==> src/phg_pkg.sv <==
`timescale 1ns / 1ps
// ----------------------------------------------------------------------------
// phg_pkg
// shared constants, types and hash function for the per-host gap gate
// ----------------------------------------------------------------------------
package phg_pkg;
	localparam int SLOTS = 1024;
	localparam int IDX_W = $clog2(SLOTS);
	localparam int KEY_W = 64;
	localparam int TIME_W = 40;
	localparam int CNT_W = 32;
	localparam int ACT_W = 16;
	localparam logic [ACT_W-1:0] ACTIVE_MAX = '1;
	localparam logic [31:0] FNV_BASIS = 32'd2166136261;
	localparam logic [31:0] FNV_PRIME = 32'd16777619;

	typedef enum logic [2:0] {
		ST_GRANTED = 3'd0,
		ST_WAIT = 3'd1,
		ST_TIMEOUT = 3'd2,
		ST_UNGATED = 3'd3,
		ST_RELEASED = 3'd4
	} status_t;

	localparam logic REQ_ACQUIRE = 1'b0;
	localparam logic REQ_RELEASE = 1'b1;

	localparam logic REG_MAX_CONC = 1'b0;
	localparam logic REG_MIN_GAP = 1'b1;

	// controller to datapath
	typedef struct packed {
		logic clear;
		logic load;
		logic hash_step;
		logic probe_rd;
		logic probe_next;
		logic eval;
		logic commit;
		logic ungated;
	} cmd_t;

	// datapath to controller
	typedef struct packed {
		logic clear_done;
		logic hash_done;
		logic hit;
		logic free_slot;
		logic probe_last;
		logic bypass;
		logic out_full;
	} stat_t;

	// one fnv-1a byte step: xor the byte in, then multiply by the prime
	function automatic logic [31:0] fnv_step(logic [31:0] h, logic [7:0] b);
		logic [31:0] x;
		x = h ^ {24'd0, b};
		return x * FNV_PRIME;
	endfunction
endpackage

==> src/phg_ctrl.sv <==
`timescale 1ns / 1ps
// ----------------------------------------------------------------------------
// phg_ctrl
// sequencer: table clear, hash, probe walk, evaluate, commit, result handoff
// ----------------------------------------------------------------------------
module phg_ctrl (
	input  logic clk,
	input  logic arst_n,
	input  logic in_valid,
	output logic in_ready,
	input  phg_pkg::stat_t stat,
	output phg_pkg::cmd_t cmd
);
	import phg_pkg::*;

	typedef enum logic [2:0] {
		S_CLR, S_IDLE, S_HASH, S_RD, S_CHK, S_EVAL, S_PUSH
	} state_t;
	state_t state_q;

	assign in_ready = (state_q == S_IDLE) && !stat.out_full;

	// command decode
	always_comb begin
		cmd = '0;
		cmd.clear = (state_q == S_CLR);
		cmd.load = in_valid && in_ready;
		cmd.hash_step = (state_q == S_HASH);
		cmd.probe_rd = (state_q == S_RD);
		cmd.probe_next = (state_q == S_CHK) && !stat.hit && !stat.free_slot
			&& !stat.probe_last;
		cmd.eval = (state_q == S_EVAL);
		cmd.commit = (state_q == S_PUSH);
		cmd.ungated = (state_q == S_CHK) && !stat.hit && !stat.free_slot
			&& stat.probe_last;
	end

	always_ff @(posedge clk or negedge arst_n) begin
		if (!arst_n) begin
			state_q <= S_CLR;
		end else begin
			case (state_q)
				S_CLR: if (stat.clear_done) state_q <= S_IDLE;
				S_IDLE: if (cmd.load) state_q <= S_HASH;
				S_HASH: begin
					if (stat.bypass) state_q <= S_IDLE;
					else if (stat.hash_done) state_q <= S_RD;
				end
				S_RD: state_q <= S_CHK;
				S_CHK: begin
					if (stat.hit || stat.free_slot) state_q <= S_EVAL;
					else if (stat.probe_last) state_q <= S_IDLE;
					else state_q <= S_RD;
				end
				S_EVAL: state_q <= S_PUSH;
				S_PUSH: state_q <= S_IDLE;
				default: state_q <= S_IDLE;
			endcase
		end
	end
endmodule

==> config.mk <==
export PLATFORM = sky130hd
export DESIGN_NAME = phg_ctrl
export DESIGN_NICKNAME = d
export VERILOG_FILES = /design/src/phg_pkg.sv /design/src/phg_ctrl.sv
export SDC_FILE = /design/constraint.sdc
export NUM_CORES = 1
export LEC_CHECK = 0
export BUFFER_PORTS_ARGS = -buffer_cell sky130_fd_sc_hd__buf_2
export CORE_AREA = 2 2 39 41
export DETAILED_ROUTE_END_ITERATION = 16
export DIE_AREA = 0 0 41 43
export PLACE_DENSITY = 0.52
export REMOVE_ABC_BUFFERS = 1
export SYNTH_ARGS = -nofsm -noshare
export SYNTH_HDL_FRONTEND = slang
export SYNTH_SLANG_ARGS = --single-unit
==> constraint.sdc <==
create_clock -name clk -period 2.25 [get_ports clk]
set_input_delay 0.225 -clock clk [delete_from_list [all_inputs] [get_ports clk]]
set_output_delay 0.225 -clock clk [all_outputs]
set_load 0.02 [all_outputs]
# Word-level counts from Yosys, hierarchy flattened
# Cells that the tools add are included.
# Widths: inputs -> output; s select.
[word_totals]
ff_bits = 3
inputBits = 10
out_inout_bits = 9
elab_cells = 30
[op_classes]
eq_ne = 9
muxes = 7
reduce_logical = 13
[op_table]
columns = ["cell", "n"]
rows = [
  ["$pmux 3 s6", 1],
  ["$mux 3", 5],
  ["$eq 3x3->1 const B", 3],
  ["$eq 3x2->1 const B", 2],
  ["$logic_and 1x1->1", 6],
  ["$logic_not 1->1", 4],
  ["$ne 2x2->1 const B", 2],
  ["$eq 3x1->1 const B", 1],
  ["$logic_not 3->1", 1],
  ["$ne 3x3->1 const B", 1],
  ["$reduce_and 3->1", 1],
  ["$mux 2", 1],
  ["$logic_or 1x1->1", 1],
]

# Logic depth before layout (Yosys ltp)
# Gate-level depths: netlist of run 1.
[depth]
ltp_word = 5
depth_mapped = 4
depth_no_buf = 3

# Least setup slack after synthesis of run 1
# Ideal clock, no wire load.
[synth_timing]
kind = "reg-to-output"
start = "register state_q[1]"
end = "output port cmd[3] in the netlist's numbering"
t_arrival_ps = 1333
setup_slack_ps = 692
stages_incl_launch_ff = 4
path_cell_list = "dfrtp_1 > buf_6 > or4_4 > nor2_1"
[synth_lines]
columns = ["element", "line", "text"]
rows = [
  ["start: declaration", "phg_ctrl.sv:19", "state_t state_q;"],
  ["start signal: assignment", "phg_ctrl.sv:40", "state_q <= S_CLR;"],
  ["start signal: assignment", "phg_ctrl.sv:43", "S_CLR: if (stat.clear_done) state_q <= S_IDLE;"],
  ["start signal: assignment", "phg_ctrl.sv:44", "S_IDLE: if (cmd.load) state_q <= S_HASH;"],
  ["end: declaration", "phg_ctrl.sv:12", "output phg_pkg::cmd_t cmd"],
]

==> results of run 1 <==
## cell families after synthesis
logic type / count (synthesis) / share of synthesized area
simple gates: 23 / 0.4454
compound gates: 6 / 0.1864
buf+inv: 4 / 0.09544
flops: 3 / 0.2727
## routing by layer
layer	vias up	wire length (um)	global-route usage
met1	146	312	0.1197
li1	168	-	-
met4	0	0	0.08000
met3	0	66	0.03141
met5	-	0	0
met2	18	322	0.1219
## power breakdown
part | internal (mW) | switching (mW) | total, mW
Sequential | 0.0794 | 0.0657 | 0.145
Clock | 0.0665 | 0.0286 | 0.0950
Combinational | 0.113 | 0.143 | 0.256
## final timing paths
path                             from    endpoint  slack, ns  cells past startpoint
hold reg to reg            state_q[1]  state_q[2]       0.61                      1
min in group asynchronous      arst_n  state_q[2]       0.32                      2
setup reg to reg           state_q[0]  state_q[1]       0.78                      3
hold / removal                stat[4]  state_q[2]       0.30                      3
max in group asynchronous      arst_n  state_q[1]       1.82                      2
setup / recovery           state_q[0]      cmd[3]       0.47                      3
## synthesized netlist by cell type (all sizes together)
library cell  number  share of area
o21ai              1          0.018
nand3              1          0.018
nor3b              1          0.027
buf                3          0.082
o31ai              1          0.027
or4b               1          0.036
a32o               2          0.073
inv                1          0.014
nor3               3          0.055
or4                1          0.041
nand2              4          0.055
nand2b             4          0.091
nand3b             1          0.027
o211ai             1          0.045
o22ai              1          0.023
dfrtp              3           0.27
nor2               7          0.095
## area by class of cell
cell class / count / share of cell area
multi-input cells: 29 / 0.4357
repair buffers: 19 / 0.2508
flip-flops and latches: 3 / 0.1881
clock buffers: 4 / 0.06583
well taps: 16 / 0.05016
inverters: 1 / 0.009404
## through the flow
step	utilization	hold slack, ns	setup WS [ns]	cell area (um2)
2_1_floorplan	-	-0.07059	0.7270	252.7
3_3_place_gp	0.2622	0.02465	0.7379	362.8
3_5_place_dp	0.2622	0.02327	0.7237	362.8
4_1_cts	0.2884	0.2866	0.4633	399.1
5_1_grt	0.2884	0.3193	0.3797	399.1
6_report	0.2884	0.3001	0.4720	399.1
## worst min-delay path: cells and delay by family
family          cells  cell delay [ns]
compound gates      2             0.17
buf+inv             1             0.09
## repair_timing
action                                 in CTS  in global routing
gates resized for setup                     0                  0
hold buffers                                1                  0
endpoints found under the hold margin       3                  0
==> impl_metrics.ini, run 1 <==
[global_routing]
global_route_wire_length_before_repair_um = 1083
grt_remaining_overflow = 0
antenna_found_initial = 0
groute.usage.overall = 0.09457
grt_pass1_vias = 274
grt_start_max_net_pins = 14

[final_layout]
layout_top_registers = state_q (3)
mostFrequentLayoutCells = sky130_fd_sc_hd__buf_2, sky130_fd_sc_hd__nor2_1, sky130_fd_sc_hd__nand2b_1, sky130_fd_sc_hd__nand2_1
final_net_count = 67
largest_register_ff_count = 3
final.fill_count = 162
largest-register = state_q
layoutNonFillerInstCount = 72
multiInputGateArea_um2 = 173.9
area_growth_syn_to_layout_pct = 45.00
diode_count = 0
leading_cell_type_in_the_layout_fill_and_taps_excluded = sky130_fd_sc_hd__buf_2
final-seq-area_um2 = 75.07
fraction_of_layout_instances_using_a_drive_strength_above_1 = 0.4107

[floorplanning]
fp_rows = 14
dieWidth_um = 41
io_count = 19
core-area_um2 = 1384
die_y_um = 43
die-area_um2 = 1763
floorplan.initialDensity = 0.1989

[logic_synthesis]
postSynthCellCount = 36
avg_inst_size_synth_um2 = 7.646
sequential_element_share_of_the_synthesized_area = 0.2727
synth.distinct_cells = 19
synth.yosys.warnings = 0
postSynthRegisterBits = 3
post_synth_instance_area_um2 = 275.3

[sta]
final-max-slew-violation-count = 0
setup_repair_after_global_routing_missed_its_margin = false
finalHoldViolCount = 0
timing.final.crit_share = 0.7902
timing.clock.skew_ns = 0.002197
tightest_slew_ns = 0.3708
timing.final.setup_violations = 0
relSlewSlack = 0.7528
fmaxAchievable_ghz = 0.5624
fin_tns_setup_ns = 0
fin_crit_ns = 1.778

[clock_network]
tritoncts = yes
clk_pin_slew_ns = 0.04
htree_num_levels = 1
numCtsBuffers = 3
ctsLongestPathBuffers = 2
clock-root-buffer = sky130_fd_sc_hd__clkbuf_4
clock_sink_count = 3
clock_latency_ns = 0.23
post-cts-setup-buffers = 0

[placed_design]
gp_congestion = 0.6918
dp_hpwl_um = 528.4
placedCellCount = 67
place.port_buffers = 18

[setup_path]
critical_path.max_fanout = 10
end_kind = primary output
worstSetupStartpointType = register
slowest_stage = sky130_fd_sc_hd__or4_4
path_delay_family = simple AND/OR/NAND/NOR gates
crit_type = reg -> out
cp.required_ns = 2.03
critical_path.max_stage_delay_ns = 0.57
cp_num_buf_inv = 1
cp.arrival_ns = 1.55
worstPathCellList = or4_4 -> nor2_1 -> buf_2

[power]
power-per-cell-area_nw_per_um2 = 1244
fin_total_pwr_mw = 0.4964
leakagePower_nw = 0.1962
maximum_vdd_drop_mv = 0.4359

[detailed_routing]
routed_wirelength_um = 701
drt_first_pass_iters = 4
drt-initial-drc-count = 14
via_count = 332
via_count_normalized_by_instance_count = 4.611
antenna_left = 0
post_drt_wl_per_cell_um = 9.736
detail_route.drc_violations = 0

[flow_run]
max_cap_viol_count = 0

[min_path]
min_path_type = in -> reg

[run_status]
run_status = completed
Power figures use the tool's default switching activity.
==> run 2: changes to the inputs <==
--- a/config.mk
+++ b/config.mk
@@ -5,6 +5,7 @@
 export SDC_FILE = /design/constraint.sdc
 export NUM_CORES = 1
 export LEC_CHECK = 0
+export ABC_AREA = 1
 export BUFFER_PORTS_ARGS = -buffer_cell sky130_fd_sc_hd__buf_2
 export CORE_AREA = 2 2 39 41
 export DETAILED_ROUTE_END_ITERATION = 16
==> constraint.sdc (replaced) <==
create_clock -name clk -period 1.5 [get_ports clk]
set_input_delay 0.15 -clock clk [delete_from_list [all_inputs] [get_ports clk]]
set_output_delay 0.15 -clock clk [all_outputs]
set_load 0.02 [all_outputs]
==> run 2 against run 1 <==
Against the previous run:
- clock power is 53% higher
- die area stayed put
- synthesized cell count is 25% higher
- critical path depth is 1 higher
- area after synthesis is 5.0% lower
- core utilization is 1.4 points higher
- combinational power is 68% higher
- worst hold slack worse by 0.098 ns
- worst setup slack worse by 0.38 ns
- critical endpoint is now cmd[6]
- global-route usage is 0.10 points higher
- total power is 56% higher
==> impl_metrics.ini, run 2 <==
[final_layout]
final_net_count = 79
fraction_of_layout_instances_using_a_drive_strength_above_1 = 0.4265
mostFrequentLayoutCells = sky130_fd_sc_hd__buf_2, sky130_fd_sc_hd__nand2_1, sky130_fd_sc_hd__nor2_1
largest_register_ff_count = 3
largest-register = state_q
diode_count = 0
leading_cell_type_in_the_layout_fill_and_taps_excluded = sky130_fd_sc_hd__buf_2
layout_top_registers = state_q (3)
area_growth_syn_to_layout_pct = 59.81
layoutNonFillerInstCount = 84

[placed_design]
placedCellCount = 78
place.port_buffers = 18
dp_hpwl_um = 532.2
gp_congestion = 0.8104

[setup_path]
r2r_start = state_q[2]
crit_type = reg -> out
end_kind = primary output
cp.arrival_ns = 1.26
worstSetupStartpointType = register
critical_path.max_fanout = 5
cp.required_ns = 1.35
r2r_slack_ns = 0.37
r2r_end = state_q[1]
ff2ff_path_depth = 6

[sta]
timing.final.crit_share = 0.9373
relSlewSlack = 0.8815
tightest_slew_ns = 0.1778
fin_crit_ns = 1.406
timing.final.setup_violations = 0
final-max-slew-violation-count = 0
finalHoldViolCount = 0
timing.clock.skew_ns = 0.002019
fmaxAchievable_ghz = 0.7112

[global_routing]
antenna_found_initial = 0
global_route_wire_length_before_repair_um = 1110
grt_start_max_net_pins = 10
groute.usage.overall = 0.09557
grt_pass1_vias = 292
grt_remaining_overflow = 0

[logic_synthesis]
netlist_top_cells_area = sky130_fd_sc_hd__dfrtp_1, sky130_fd_sc_hd__nand2_1, sky130_fd_sc_hd__nor2_1, sky130_fd_sc_hd__inv_1, sky130_fd_sc_hd__a21oi_1
avg_inst_size_synth_um2 = 5.811
synth_enable_flop_cells = 0
area_share_of_the_largest_cell_type_after_synthesis = 0.2871
synth.distinct_cells = 13
sequential_element_share_of_the_synthesized_area = 0.2871
post_synth_instance_area_um2 = 261.5
synth_largest_area_cell = sky130_fd_sc_hd__dfrtp_1
ys_async_sr_fraction = 1.000
netlist_top_cells_count = sky130_fd_sc_hd__nand2_1, sky130_fd_sc_hd__nor2_1, sky130_fd_sc_hd__inv_1, sky130_fd_sc_hd__a21oi_1
synth_flop_cell = sky130_fd_sc_hd__dfrtp_1
synth.yosys.warnings = 0
postSynthRegisterBits = 3
postSynthCellCount = 45

[min_path]
min_path_type = in -> reg
holdPathStages = 4
hold_end = state_q[1]
worst_hold_startpoint = stat[5]

[floorplanning]
io_count = 19
dieWidth_um = 41
die_y_um = 43
core-area_um2 = 1384
fp_rows = 14
floorplan.initialDensity = 0.1890
die-area_um2 = 1763

[detailed_routing]
via_count_normalized_by_instance_count = 4.131
detail_route.drc_violations = 0
drt_first_pass_iters = 2
antenna_left = 0
drt-initial-drc-count = 7
routed_wirelength_um = 671
via_count = 347
post_drt_wl_per_cell_um = 7.988

[clock_network]
tritoncts = yes
htree_num_levels = 1
clock-root-buffer = sky130_fd_sc_hd__clkbuf_4
clock_sink_count = 3
ctsLongestPathBuffers = 2
clk_pin_slew_ns = 0.04
numCtsBuffers = 3
clock_latency_ns = 0.24

[power]
maximum_vdd_drop_mv = 0.5774
fin_total_pwr_mw = 0.7739
leakagePower_nw = 0.2523
power-per-cell-area_nw_per_um2 = 1852

[flow_run]
max_cap_viol_count = 0

[run_status]
run_status = completed
## run 2: what timing repair did
item / in CTS / in global routing
hold endpoints to repair: 3 / 0
setup endpoints to repair: 0 / 3
gates resized for setup: 0 / 4
setup buffers: 0 / 1
hold buffers: 1 / 0
## run 2: worst max-delay path by stage
stage                from  endpoint  slack [ns]  cells after the start
5_1_grt        state_q[2]    cmd[6]      -0.006                      4
2_1_floorplan  state_q[1]    cmd[6]        0.21                      3
3_5_place_dp   state_q[0]    cmd[6]        0.31                      3
3_3_place_gp   state_q[1]    cmd[0]        0.31                      6
6_report       state_q[2]    cmd[6]        0.09                      4
4_1_cts        state_q[0]    cmd[6]        0.04                      3
## run 2: area by class of cell
cell class	instances	area, um2
Timing Repair Buffer	20	107.6
Sequential cell	3	77.57
Inverter	8	30.03
Tap cell	16	20.02
Clock buffer	4	26.28
Fill cell	157	965.9
Multi-Input combinational cell	33	156.4
## run 2: power breakdown
part           switching, mW  internal, mW
Clock                 0.0449        0.0999
Sequential            0.0715         0.127
Combinational          0.269         0.162
Total                  0.386         0.388
## run 2: critical path, stage by stage, from the launching register on
cell and delay [ns]:
sky130_fd_sc_hd__dfrtp_1 0.42, sky130_fd_sc_hd__inv_2 0.11, sky130_fd_sc_hd__nand3_1 0.14, sky130_fd_sc_hd__nor3b_2 0.17, sky130_fd_sc_hd__buf_2 0.18
## run 2: metal layers
| layer | GRT usage | share of wire | vias to the layer above |
|---|---|---|---|
| met3 | 0.03141 | 0.073 | 2 |
| li1 | - | - | 184 |
| met1 | 0.1197 | 0.46 | 148 |
| met5 | 0 | 0 | - |
| met2 | 0.1250 | 0.44 | 13 |
| met4 | 0.08000 | 0.021 | 0 |
## run 2: metrics by stage
stage | setup TNS, ns | util | hold WS [ns] | instance area (um2) | setup slack, ns
2_1_floorplan | 0 | - | -0.1456 | 254.0 | 0.2144
3_3_place_gp | 0 | 0.2631 | -0.05071 | 364.1 | 0.3068
3_5_place_dp | 0 | 0.2631 | -0.05336 | 364.1 | 0.3096
4_1_cts | 0 | 0.2893 | 0.2031 | 400.4 | 0.04457
5_1_grt | -0.006018 | 0.3020 | 0.2210 | 417.9 | -0.006018
6_report | 0 | 0.3020 | 0.2023 | 417.9 | 0.09399
## run 2: cells by family (layout without fill, tap and decap cells)
| kind of cell | after synthesis | count (layout) | share of synthesized area |
|---|---|---|---|
| buffers and inverters | 9 | 32 | 0.1436 |
| and+or+nand+nor | 28 | 28 | 0.4642 |
| AOI/OAI and AO/OA | 5 | 5 | 0.1053 |
| DFF | 3 | 3 | 0.2871 |
